===== config.mk =====
export PLATFORM = sky130hd
export DESIGN_NAME = yuyv_to_planar_yuv420_writer_top
export DESIGN_NICKNAME = d
export VERILOG_FILES = /design/src/sv/ytp_pkg.sv /design/src/sv/yuyv_to_planar_yuv420_writer_top.sv /design/src/sv/ytp_front.sv /design/src/sv/ytp_queue.sv /design/src/sv/ytp_back.sv
export SDC_FILE = /design/constraint.sdc
export NUM_CORES = 2
export LEC_CHECK = 0
export BUFFER_PORTS_ARGS = -buffer_cell sky130_fd_sc_hd__buf_2
export CORE_ASPECT_RATIO = 1.4
export CORE_UTILIZATION = 69
export DETAILED_ROUTE_END_ITERATION = 10
export GPL_TIMING_DRIVEN = 0
export PLACE_DENSITY = 0.89
export SLEW_MARGIN = 40
export SYNTH_ARGS = -nofsm -noshare
export SYNTH_HDL_FRONTEND = slang
export SYNTH_HIERARCHICAL = 1
export SYNTH_SLANG_ARGS = --single-unit
export TNS_END_PERCENT = 1

===== constraint.sdc =====
create_clock -name clk_i -period 10.7 [get_ports clk_i]
set_clock_uncertainty 0.1 [all_clocks]
set_input_delay 1.605 -clock clk_i [delete_from_list [all_inputs] [get_ports clk_i]]
set_output_delay 1.605 -clock clk_i [all_outputs]
set_load 0.02 [all_outputs]

===== src/sv/ytp_pkg.sv =====
// shared types and constants for the yuyv to planar 4:2:0 writer
// no dependencies
package ytp_pkg;

  localparam int ADDR_W      = 25;
  localparam int DATA_W      = 8;
  localparam int CFG_W       = 13;
  localparam int CFG_IDX_W   = 3;
  localparam int POS_W       = 13;
  localparam int DIM_W       = 14;
  localparam int IN_TDATA_W  = 32;
  localparam int OUT_TDATA_W = 40;
  localparam int OUT_PAD_W   = OUT_TDATA_W - ADDR_W - DATA_W;

  localparam int DEF_MAX_WIDTH  = 4096;
  localparam int DEF_MAX_HEIGHT = 4096;

  // queue between front and back
  localparam int QDEPTH = 4;
  localparam int QPTR_W = $clog2(QDEPTH);

  // cycles the config-derived plane bases need to settle
  localparam int SETTLE_W = 2;
  localparam logic [SETTLE_W-1:0] SETTLE_CYCLES = 2'd2;

  // register indexes
  localparam logic [CFG_IDX_W-1:0] REG_FRAME_WIDTH  = 3'd0;
  localparam logic [CFG_IDX_W-1:0] REG_FRAME_HEIGHT = 3'd1;
  localparam logic [CFG_IDX_W-1:0] REG_PLANE_PITCH  = 3'd2;
  localparam logic [CFG_IDX_W-1:0] REG_PLANE_ROWS   = 3'd3;
  localparam logic [CFG_IDX_W-1:0] REG_PLANAR_FMT   = 3'd4;

  // register reset values
  localparam logic [CFG_W-1:0] RST_FRAME_WIDTH  = 13'd640;
  localparam logic [CFG_W-1:0] RST_FRAME_HEIGHT = 13'd480;
  localparam logic [CFG_W-1:0] RST_PLANE_PITCH  = 13'd640;
  localparam logic [CFG_W-1:0] RST_PLANE_ROWS   = 13'd480;
  localparam logic             RST_PLANAR_FMT   = 1'b1;

  // write slot within one item
  localparam logic [1:0] SUB_Y0 = 2'd0;
  localparam logic [1:0] SUB_Y1 = 2'd1;
  localparam logic [1:0] SUB_U  = 2'd2;
  localparam logic [1:0] SUB_V  = 2'd3;

  typedef struct packed {
    logic [CFG_W-1:0] width;
    logic [CFG_W-1:0] height;
    logic [CFG_W-1:0] pitch;
    logic [CFG_W-1:0] rows;
    logic             fmt;
  } cfg_t;

  typedef struct packed {
    logic [ADDR_W-1:0] u_base;
    logic [ADDR_W-1:0] v_base;
  } base_t;

  typedef struct packed {
    logic [ADDR_W-1:0] y_prod;
    logic [ADDR_W-1:0] uv_prod;
    logic [POS_W-1:0]  col;
    logic [DATA_W-1:0] y0;
    logic [DATA_W-1:0] u;
    logic [DATA_W-1:0] y1;
    logic [DATA_W-1:0] v;
    logic              even_row;
    logic              frame_end;
  } entry_t;

  typedef struct packed {
    logic full;
    logic empty;
  } qstat_t;

endpackage


===== src/sv/yuyv_to_planar_yuv420_writer_top.sv =====
// top level of the yuyv 4:2:2 to planar 4:2:0 byte write generator
// uses ytp_pkg, ytp_front, ytp_queue, ytp_back
//
//  channel   dir  handshake                     payload
//  s_axis    in   s_axis_tvalid/s_axis_tready   one yuyv macropixel
//  m_axis    out  m_axis_tvalid/m_axis_tready   one byte write
//  cfg       in   cfg_valid_i/cfg_ready_o       register index and value
//
// an even-row item gives four byte writes and an odd-row item two at the output,
// one byte write per cycle through the single output register while it is not stalled
// a suppressed item is accepted at the input and leaves no writes
// the input takes items back to back until the 4-entry queue fills
// after reset and after each config write the input is held off
// while the chroma plane bases are recomputed
module yuyv_to_planar_yuv420_writer_top #(
  parameter int MAX_WIDTH  = ytp_pkg::DEF_MAX_WIDTH,
  parameter int MAX_HEIGHT = ytp_pkg::DEF_MAX_HEIGHT
) (
  input  logic                                 clk_i,
  input  logic                                 rst_ni,
  input  logic                                 s_axis_tvalid,
  output logic                                 s_axis_tready,
  // luma_first, chroma_blue, luma_second, chroma_red
  input  logic [ytp_pkg::IN_TDATA_W-1:0]       s_axis_tdata,
  output logic                                 m_axis_tvalid,
  input  logic                                 m_axis_tready,
  // write_address, write_data, zero fill
  output logic [ytp_pkg::OUT_TDATA_W-1:0]      m_axis_tdata,
  output logic                                 m_axis_tlast,
  // frame_done
  output logic                                 m_axis_tuser,
  input  logic                                 cfg_valid_i,
  output logic                                 cfg_ready_o,
  input  logic [ytp_pkg::CFG_IDX_W-1:0]        cfg_index_i,
  input  logic [ytp_pkg::CFG_W-1:0]            cfg_data_i
);
  import ytp_pkg::*;

  cfg_t              cfg_q;
  logic              cfg_we;
  logic              push, pop;
  entry_t            entry, head;
  base_t             base;
  qstat_t            qstat;
  logic [ADDR_W-1:0] out_addr;
  logic [DATA_W-1:0] out_data;

  // configuration registers
  assign cfg_ready_o = 1'b1;
  assign cfg_we      = cfg_valid_i && cfg_ready_o;

  always_ff @(posedge clk_i or negedge rst_ni) begin
    if (!rst_ni) begin
      cfg_q.width  <= RST_FRAME_WIDTH;
      cfg_q.height <= RST_FRAME_HEIGHT;
      cfg_q.pitch  <= RST_PLANE_PITCH;
      cfg_q.rows   <= RST_PLANE_ROWS;
      cfg_q.fmt    <= RST_PLANAR_FMT;
    end else if (cfg_we) begin
      unique case (cfg_index_i)
        REG_FRAME_WIDTH:  cfg_q.width  <= cfg_data_i;
        REG_FRAME_HEIGHT: cfg_q.height <= cfg_data_i;
        REG_PLANE_PITCH:  cfg_q.pitch  <= cfg_data_i;
        REG_PLANE_ROWS:   cfg_q.rows   <= cfg_data_i;
        REG_PLANAR_FMT:   cfg_q.fmt    <= cfg_data_i[0];
        default: begin
        end
      endcase
    end
  end

  ytp_front #(
    .MAX_WIDTH (MAX_WIDTH),
    .MAX_HEIGHT(MAX_HEIGHT)
  ) u_front (
    .clk_i     (clk_i),
    .rst_ni    (rst_ni),
    .cfg_i     (cfg_q),
    .cfg_we_i  (cfg_we),
    .in_valid_i(s_axis_tvalid),
    .in_ready_o(s_axis_tready),
    .in_data_i (s_axis_tdata),
    .qstat_i   (qstat),
    .push_o    (push),
    .entry_o   (entry),
    .base_o    (base)
  );

  ytp_queue u_queue (
    .clk_i  (clk_i),
    .rst_ni (rst_ni),
    .push_i (push),
    .entry_i(entry),
    .pop_i  (pop),
    .head_o (head),
    .qstat_o(qstat)
  );

  ytp_back u_back (
    .clk_i      (clk_i),
    .rst_ni     (rst_ni),
    .head_i     (head),
    .qstat_i    (qstat),
    .base_i     (base),
    .pop_o      (pop),
    .out_valid_o(m_axis_tvalid),
    .out_ready_i(m_axis_tready),
    .out_addr_o (out_addr),
    .out_data_o (out_data),
    .out_last_o (m_axis_tlast),
    .out_done_o (m_axis_tuser)
  );

  // output packing
  assign m_axis_tdata = {{OUT_PAD_W{1'b0}}, out_data, out_addr};

endmodule


===== src/sv/ytp_front.sv =====
// front part: accepts macropixels, keeps row and column counters,
// forms the row products and the plane bases; uses ytp_pkg
module ytp_front #(
  parameter int MAX_WIDTH  = ytp_pkg::DEF_MAX_WIDTH,
  parameter int MAX_HEIGHT = ytp_pkg::DEF_MAX_HEIGHT
) (
  input  logic                               clk_i,
  input  logic                               rst_ni,
  input  ytp_pkg::cfg_t                      cfg_i,
  input  logic                               cfg_we_i,
  input  logic                               in_valid_i,
  output logic                               in_ready_o,
  input  logic [ytp_pkg::IN_TDATA_W-1:0]     in_data_i,
  input  ytp_pkg::qstat_t                    qstat_i,
  output logic                               push_o,
  output ytp_pkg::entry_t                    entry_o,
  output ytp_pkg::base_t                     base_o
);
  import ytp_pkg::*;

  localparam int CW = $clog2(MAX_WIDTH);
  localparam int RW = $clog2(MAX_HEIGHT);

  logic [CW-1:0]       col_q, col_d;
  logic [RW-1:0]       row_q, row_d;
  logic [SETTLE_W-1:0] settle_q, settle_d;
  logic [DIM_W-1:0]    w_ext, h_ext, w_eff, h_eff, col_plus, row_plus;
  logic                row_end, frame_end, accept;
  logic [RW+CFG_W-1:0]     y_prod;
  logic [RW+CFG_W-3:0]     uv_prod;
  logic [2*CFG_W-1:0]      u_prod;
  logic [2*CFG_W-3:0]      hh_prod;
  logic [ADDR_W-1:0]       u_base_q, hh_q, v_base_q;

  // saturated frame size
  assign w_ext = DIM_W'(cfg_i.width);
  assign h_ext = DIM_W'(cfg_i.height);
  assign w_eff = (w_ext > DIM_W'(MAX_WIDTH))  ? DIM_W'(MAX_WIDTH)  : w_ext;
  assign h_eff = (h_ext > DIM_W'(MAX_HEIGHT)) ? DIM_W'(MAX_HEIGHT) : h_ext;

  // row and frame end
  assign col_plus  = DIM_W'(col_q) + DIM_W'(2);
  assign row_plus  = DIM_W'(row_q) + DIM_W'(1);
  assign row_end   = col_plus >= w_eff;
  assign frame_end = row_end && (row_plus >= h_eff);

  // hold off after reset and config writes while the bases settle
  assign in_ready_o = !qstat_i.full && (settle_q == '0) && !cfg_we_i;
  assign accept     = in_valid_i && in_ready_o;
  assign push_o     = accept && cfg_i.fmt;

  always_comb begin
    settle_d = settle_q;
    if (cfg_we_i) begin
      settle_d = SETTLE_CYCLES;
    end else if (settle_q != '0) begin
      settle_d = settle_q - SETTLE_W'(1);
    end
  end

  // counter advance, also for suppressed items
  always_comb begin
    col_d = col_q;
    row_d = row_q;
    if (accept) begin
      if (row_end) begin
        col_d = '0;
        row_d = frame_end ? '0 : RW'(row_plus);
      end else begin
        col_d = CW'(col_plus);
      end
    end
  end

  always_ff @(posedge clk_i or negedge rst_ni) begin
    if (!rst_ni) begin
      col_q    <= '0;
      row_q    <= '0;
      settle_q <= SETTLE_CYCLES;
    end else begin
      col_q    <= col_d;
      row_q    <= row_d;
      settle_q <= settle_d;
    end
  end

  // row products, registered by the queue storage
  assign y_prod  = row_q * cfg_i.pitch;
  assign uv_prod = row_q[RW-1:1] * cfg_i.pitch[CFG_W-1:1];

  always_comb begin
    entry_o.y_prod    = ADDR_W'(y_prod);
    entry_o.uv_prod   = ADDR_W'(uv_prod);
    entry_o.col       = POS_W'(col_q);
    entry_o.y0        = in_data_i[7:0];
    entry_o.u         = in_data_i[15:8];
    entry_o.y1        = in_data_i[23:16];
    entry_o.v         = in_data_i[31:24];
    entry_o.even_row  = !row_q[0];
    entry_o.frame_end = frame_end;
  end

  // chroma plane bases from the config registers
  assign u_prod  = cfg_i.pitch * cfg_i.rows;
  assign hh_prod = cfg_i.pitch[CFG_W-1:1] * cfg_i.rows[CFG_W-1:1];

  always_ff @(posedge clk_i) begin
    u_base_q <= ADDR_W'(u_prod);
    hh_q     <= ADDR_W'(hh_prod);
    v_base_q <= u_base_q + hh_q;
  end

  assign base_o.u_base = u_base_q;
  assign base_o.v_base = v_base_q;

endmodule


===== src/sv/ytp_queue.sv =====
// short fifo of classified items between front and back
// uses ytp_pkg
module ytp_queue (
  input  logic            clk_i,
  input  logic            rst_ni,
  input  logic            push_i,
  input  ytp_pkg::entry_t entry_i,
  input  logic            pop_i,
  output ytp_pkg::entry_t head_o,
  output ytp_pkg::qstat_t qstat_o
);
  import ytp_pkg::*;

  entry_t            mem_q [QDEPTH];
  logic [QPTR_W-1:0] wr_ptr_q, rd_ptr_q;
  logic [QPTR_W:0]   count_q;
  logic              do_push, do_pop;

  assign qstat_o.full  = (count_q == (QPTR_W+1)'(QDEPTH));
  assign qstat_o.empty = (count_q == '0);
  assign do_push = push_i && !qstat_o.full;
  assign do_pop  = pop_i && !qstat_o.empty;
  assign head_o  = mem_q[rd_ptr_q];

  // storage
  always_ff @(posedge clk_i) begin
    if (do_push) begin
      mem_q[wr_ptr_q] <= entry_i;
    end
  end

  // pointers and fill level
  always_ff @(posedge clk_i or negedge rst_ni) begin
    if (!rst_ni) begin
      wr_ptr_q <= '0;
      rd_ptr_q <= '0;
      count_q  <= '0;
    end else begin
      if (do_push) begin
        wr_ptr_q <= wr_ptr_q + QPTR_W'(1);
      end
      if (do_pop) begin
        rd_ptr_q <= rd_ptr_q + QPTR_W'(1);
      end
      if (do_push && !do_pop) begin
        count_q <= count_q + (QPTR_W+1)'(1);
      end else if (do_pop && !do_push) begin
        count_q <= count_q - (QPTR_W+1)'(1);
      end
    end
  end

endmodule


===== src/sv/ytp_back.sv =====
// back part: steps through the byte writes of the head item into
// the output register; uses ytp_pkg
module ytp_back (
  input  logic                       clk_i,
  input  logic                       rst_ni,
  input  ytp_pkg::entry_t            head_i,
  input  ytp_pkg::qstat_t            qstat_i,
  input  ytp_pkg::base_t             base_i,
  output logic                       pop_o,
  output logic                       out_valid_o,
  input  logic                       out_ready_i,
  output logic [ytp_pkg::ADDR_W-1:0] out_addr_o,
  output logic [ytp_pkg::DATA_W-1:0] out_data_o,
  output logic                       out_last_o,
  output logic                       out_done_o
);
  import ytp_pkg::*;

  logic [1:0]        sub_q, sub_d;
  logic              valid_q, adv, last_hit;
  logic [ADDR_W-1:0] add_a, add_b, add_c, addr_d, addr_q;
  logic [DATA_W-1:0] data_d, data_q;
  logic              last_q, done_q;

  assign adv      = !qstat_i.empty && (!valid_q || out_ready_i);
  assign last_hit = head_i.even_row ? (sub_q == SUB_V) : (sub_q == SUB_Y1);
  assign pop_o    = adv && last_hit;

  // address terms and data byte for the current slot
  always_comb begin
    add_a  = head_i.y_prod;
    add_b  = '0;
    add_c  = ADDR_W'(head_i.col);
    data_d = head_i.y0;
    unique case (sub_q)
      SUB_Y0: begin
        data_d = head_i.y0;
      end
      SUB_Y1: begin
        add_c  = ADDR_W'({head_i.col[POS_W-1:1], 1'b1});
        data_d = head_i.y1;
      end
      SUB_U: begin
        add_a  = base_i.u_base;
        add_b  = head_i.uv_prod;
        add_c  = ADDR_W'(head_i.col[POS_W-1:1]);
        data_d = head_i.u;
      end
      SUB_V: begin
        add_a  = base_i.v_base;
        add_b  = head_i.uv_prod;
        add_c  = ADDR_W'(head_i.col[POS_W-1:1]);
        data_d = head_i.v;
      end
      default: begin
        data_d = head_i.y0;
      end
    endcase
  end

  assign addr_d = add_a + add_b + add_c;

  always_comb begin
    sub_d = sub_q;
    if (adv) begin
      sub_d = last_hit ? SUB_Y0 : sub_q + 2'd1;
    end
  end

  // control
  always_ff @(posedge clk_i or negedge rst_ni) begin
    if (!rst_ni) begin
      sub_q   <= SUB_Y0;
      valid_q <= 1'b0;
    end else begin
      sub_q <= sub_d;
      if (adv) begin
        valid_q <= 1'b1;
      end else if (out_ready_i) begin
        valid_q <= 1'b0;
      end
    end
  end

  // output payload
  always_ff @(posedge clk_i) begin
    if (adv) begin
      addr_q <= addr_d;
      data_q <= data_d;
      last_q <= last_hit;
      done_q <= last_hit && head_i.frame_end;
    end
  end

  assign out_valid_o = valid_q;
  assign out_addr_o  = addr_q;
  assign out_data_o  = data_q;
  assign out_last_o  = last_q;
  assign out_done_o  = done_q;

endmodule


==> flow_summary.json <==
{
  "finalMaxSlewViolations": 0,
  "core-area_um2": 56600,
  "finalNetCount": 4101,
  "dieArea_um2": 58500,
  "syn_area_um2": 39700,
  "synthSimpleGateAreaFrac_pct": 8.94,
  "clock_sinks": 585,
  "cts_htree_levels": 2,
  "endpoint": "u_queue/mem_q[1][93]",
  "worst_pin_slew_ps": 897,
  "postRouteWirelength_um": 105000,
  "yosys_warnings": 6,
  "viasPerCell": 6.35,
  "synth_cell_types": 100,
  "postRouteAntennaNets": 0,
  "synth_cells": 3309,
  "ctsHoldBuffers": 0,
  "max-slew-margin-rel_pct": 40.2,
  "final_hold_viol_count": 0,
  "yosys.area.top_type": "edfxtp_1",
  "rows": 103,
  "end_kind": "flop",
  "syn_avg_cell_area_um2": 12.0,
  "gp_congestion": 0.946,
  "syn_to_final_growth_pct": 8.35,
  "yosys.area_share.adder_pct": 25.0,
  "antenna_found_initial": 0,
  "min-delay-start": "u_front/hh_q[0]",
  "clkLatencyLatePin_ps": 650,
  "synth_compound_area_share_pct": 6.67,
  "synth_top_area_share_pct": 32.0,
  "drt-wirelength-per-cell_um": 24.8,
  "routed-via-count": 26800,
  "setup_tns_ps": 0,
  "yosysMostFrequentCell": "inv_1",
  "cts_setup_buffers": 0,
  "yosysSeqAreaShare_pct": 41.3,
  "rsz0062_at_grt": "no",
  "synthArstFlopShare_pct": 15.0,
  "clockBufferDepth": 3,
  "ctsResizeCount": 0,
  "drv_cap": 0,
  "min_path_type": "flop to flop",
  "grt_usage_pct": 36.7,
  "cp.arrival_ps": 7340,
  "reg2reg_from": "cfg_q[17]",
  "ys_seq_elements": 585,
  "critPathMaxFanout": 10,
  "die_h_um": 286,
  "dpl_cell_area_um2": 41200,
  "grt_max_degree": 64,
  "regToRegEndpoint": "u_queue/mem_q[1][93]",
  "max_freq_ghz": 0.141,
  "grt_pass1_wl_um": 160000,
  "die_x_um": 205,
  "synth_edf_count": 423,
  "cts-root-buf": "clkbuf_16",
  "synth_ff_type": "edfxtp_1",
  "cts_tree": "built",
  "design_area_um2": 43000,
  "start_util_pct": 70.2,
  "drtPass1Iterations": 8,
  "status": "finished clean",
  "fin_util_pct": 76.0,
  "hpwlAfterDp_um": 76000,
  "period_needed_ps": 7120,
  "critPathLaunch": "cfg_q[17]",
  "crit_path_start_kind": "flop",
  "layout-drive-gt1-share_pct": 12.6,
  "cts_buffers": 51,
  "reg2regPathDepth": 22,
  "grt_pass1_vias": 28600,
  "netlist_top_cells_count": "inv_1 (536), edfxtp_1 (423), nand2_1 (326)",
  "port_buffers": 57,
  "io_pins": 98,
  "yosys-top-cells-area": "edfxtp_1 (32%), fa_1 (15%), ha_1 (9.5%)",
  "ff2ff_setup_slack_ps": 3580,
  "worstPathRequired_ps": 10930,
  "synthXorXnorAreaFrac_pct": 3.11,
  "worst-setup-path-type": "flop to flop",
  "setup-violations-final": 0,
  "clk_transition_reported_paths_ps": 60,
  "initialDrtViolationCount": 2499,
  "diodes": 0,
  "finalCritPeriodShare_pct": 66.5,
  "overflow": 0,
  "synth_top_family_by_area": "adder cells",
  "drc": 0,
  "synthMuxAreaShare_pct": 7.65
}
[critical path, stage by stage, from the launching register on]
cell	delay, ps
dfrtp_1	600
clkbuf_1	720
nand2_1	180
fa_1	590
xor2_1	200
ha_1	280
inv_1	60
fa_1	520
inv_1	60
fa_1	470
inv_1	50
fa_1	470
inv_1	50
ha_1	380
and3_1	280
nand3_1	100
o21ai_1	310
o41a_1	310
a41oi_2	170
a21oi_1	190
o21a_1	140
nor2_1	50
xnor2_1	530
[flip-flops by register name, indices dropped and copies added, names as in the netlist]
register / flops
u_back/sub_q: 2
u_back/out_last_o: 1
cfg_q: 53
u_back/out_addr_o: 25
u_front/v_base_q: 25
u_front/col_q: 11
u_back/out_valid_o: 1
u_front/u_base_q: 25
u_back/out_data_o: 8
u_front/hh_q: 24
u_front/settle_q: 2
u_queue/count_q: 3
u_queue/mem_q: 388
u_front/row_q: 12
u_back/out_done_o: 1
u_queue/rd_ptr_q: 2
u_queue/wr_ptr_q: 2
[how the worst min path moves through the flow]
stage / endpoint / slack, ps / cells past startpoint
after floorplan: u_front/v_base_q[0] / 320 / 1
after global placement: u_front/v_base_q[0] / 350 / 1
after detailed placement: u_front/v_base_q[0] / 360 / 1
after CTS: u_front/v_base_q[0] / 390 / 1
after global routing: cfg_q[27] / 410 / 1
final: u_front/v_base_q[0] / 390 / 1
[stage by stage]
step / hold WS, ps / std cells / setup WS [ps]
after floorplan: 320 / 3318 / 4960
after global placement: 355 / 4110 / 3590
after detailed placement: 356 / 4122 / 4010
after CTS: 390 / 4218 / 3900
after global routing: 409 / 4218 / 3530
final: 391 / 4218 / 3580
[cell usage in the layout, fill, tap and decap left out, types with 17 or more instances in the layout]
master | synthesis | final
xnor2_1 | 97 | 97
fa_1 | 307 | 307
a21o_1 | 41 | 41
dfrtp_1 | 74 | 74
nand2b_1 | 20 | 20
ha_1 | 301 | 301
a22o_1 | 17 | 17
nor2_1 | 79 | 78
nand3_1 | 35 | 35
dfxtp_1 | 74 | 74
buf_4 | 47 | 47
clkbuf_1 | 97 | 102
nor3_1 | 21 | 21
mux2_4 | 30 | 30
inv_1 | 536 | 535
buf_2 | 15 | 71
and2_1 | 155 | 151
a22oi_1 | 23 | 23
nand2_1 | 326 | 326
o21ai_0 | 58 | 58
a21oi_1 | 99 | 99
clkbuf_16 | 0 | 51
xor2_1 | 44 | 44
nor2b_1 | 20 | 20
mux4_2 | 97 | 97
edfxtp_1 | 423 | 423
[per-layer routing]
| layer | vias to the layer above | routed length, um | global-route usage (%) |
|---|---|---|---|
| li1 | 11400 | - | - |
| met1 | 13200 | 34400 | 40.5 |
| met2 | 1719 | 52600 | 63.5 |
| met3 | 518 | 8690 | 6.11 |
| met4 | 0 | 8880 | 27.3 |
| met5 | - | 0 | 0 |
[final cells by class]
cell class	count	area (um^2)
clock buffers	62	1340
plain buffers	169	902
inverters	536	2010
fillers	3166	13600
repair buffers	69	554
flip-flops and latches	585	16400
well taps	735	920
multi-input cells	2028	20400
clock inverters	34	454
[cell families (layout without fill, tap and decap cells)]
family / Yosys count / count (layout)
flip-flops: 585 / 585
AO/OA/AOI/OAI: 381 / 381
XOR/XNOR: 141 / 141
AND/OR/NAND/NOR: 722 / 722
other: 3 / 12
adder cells (fa/ha/maj): 608 / 608
multiplexers: 164 / 164
buffers and inverters: 705 / 870
Power is left out: the tool's default activity adds up to more than one toggle a clock period on the data nets, which glitch-free logic cannot reach.
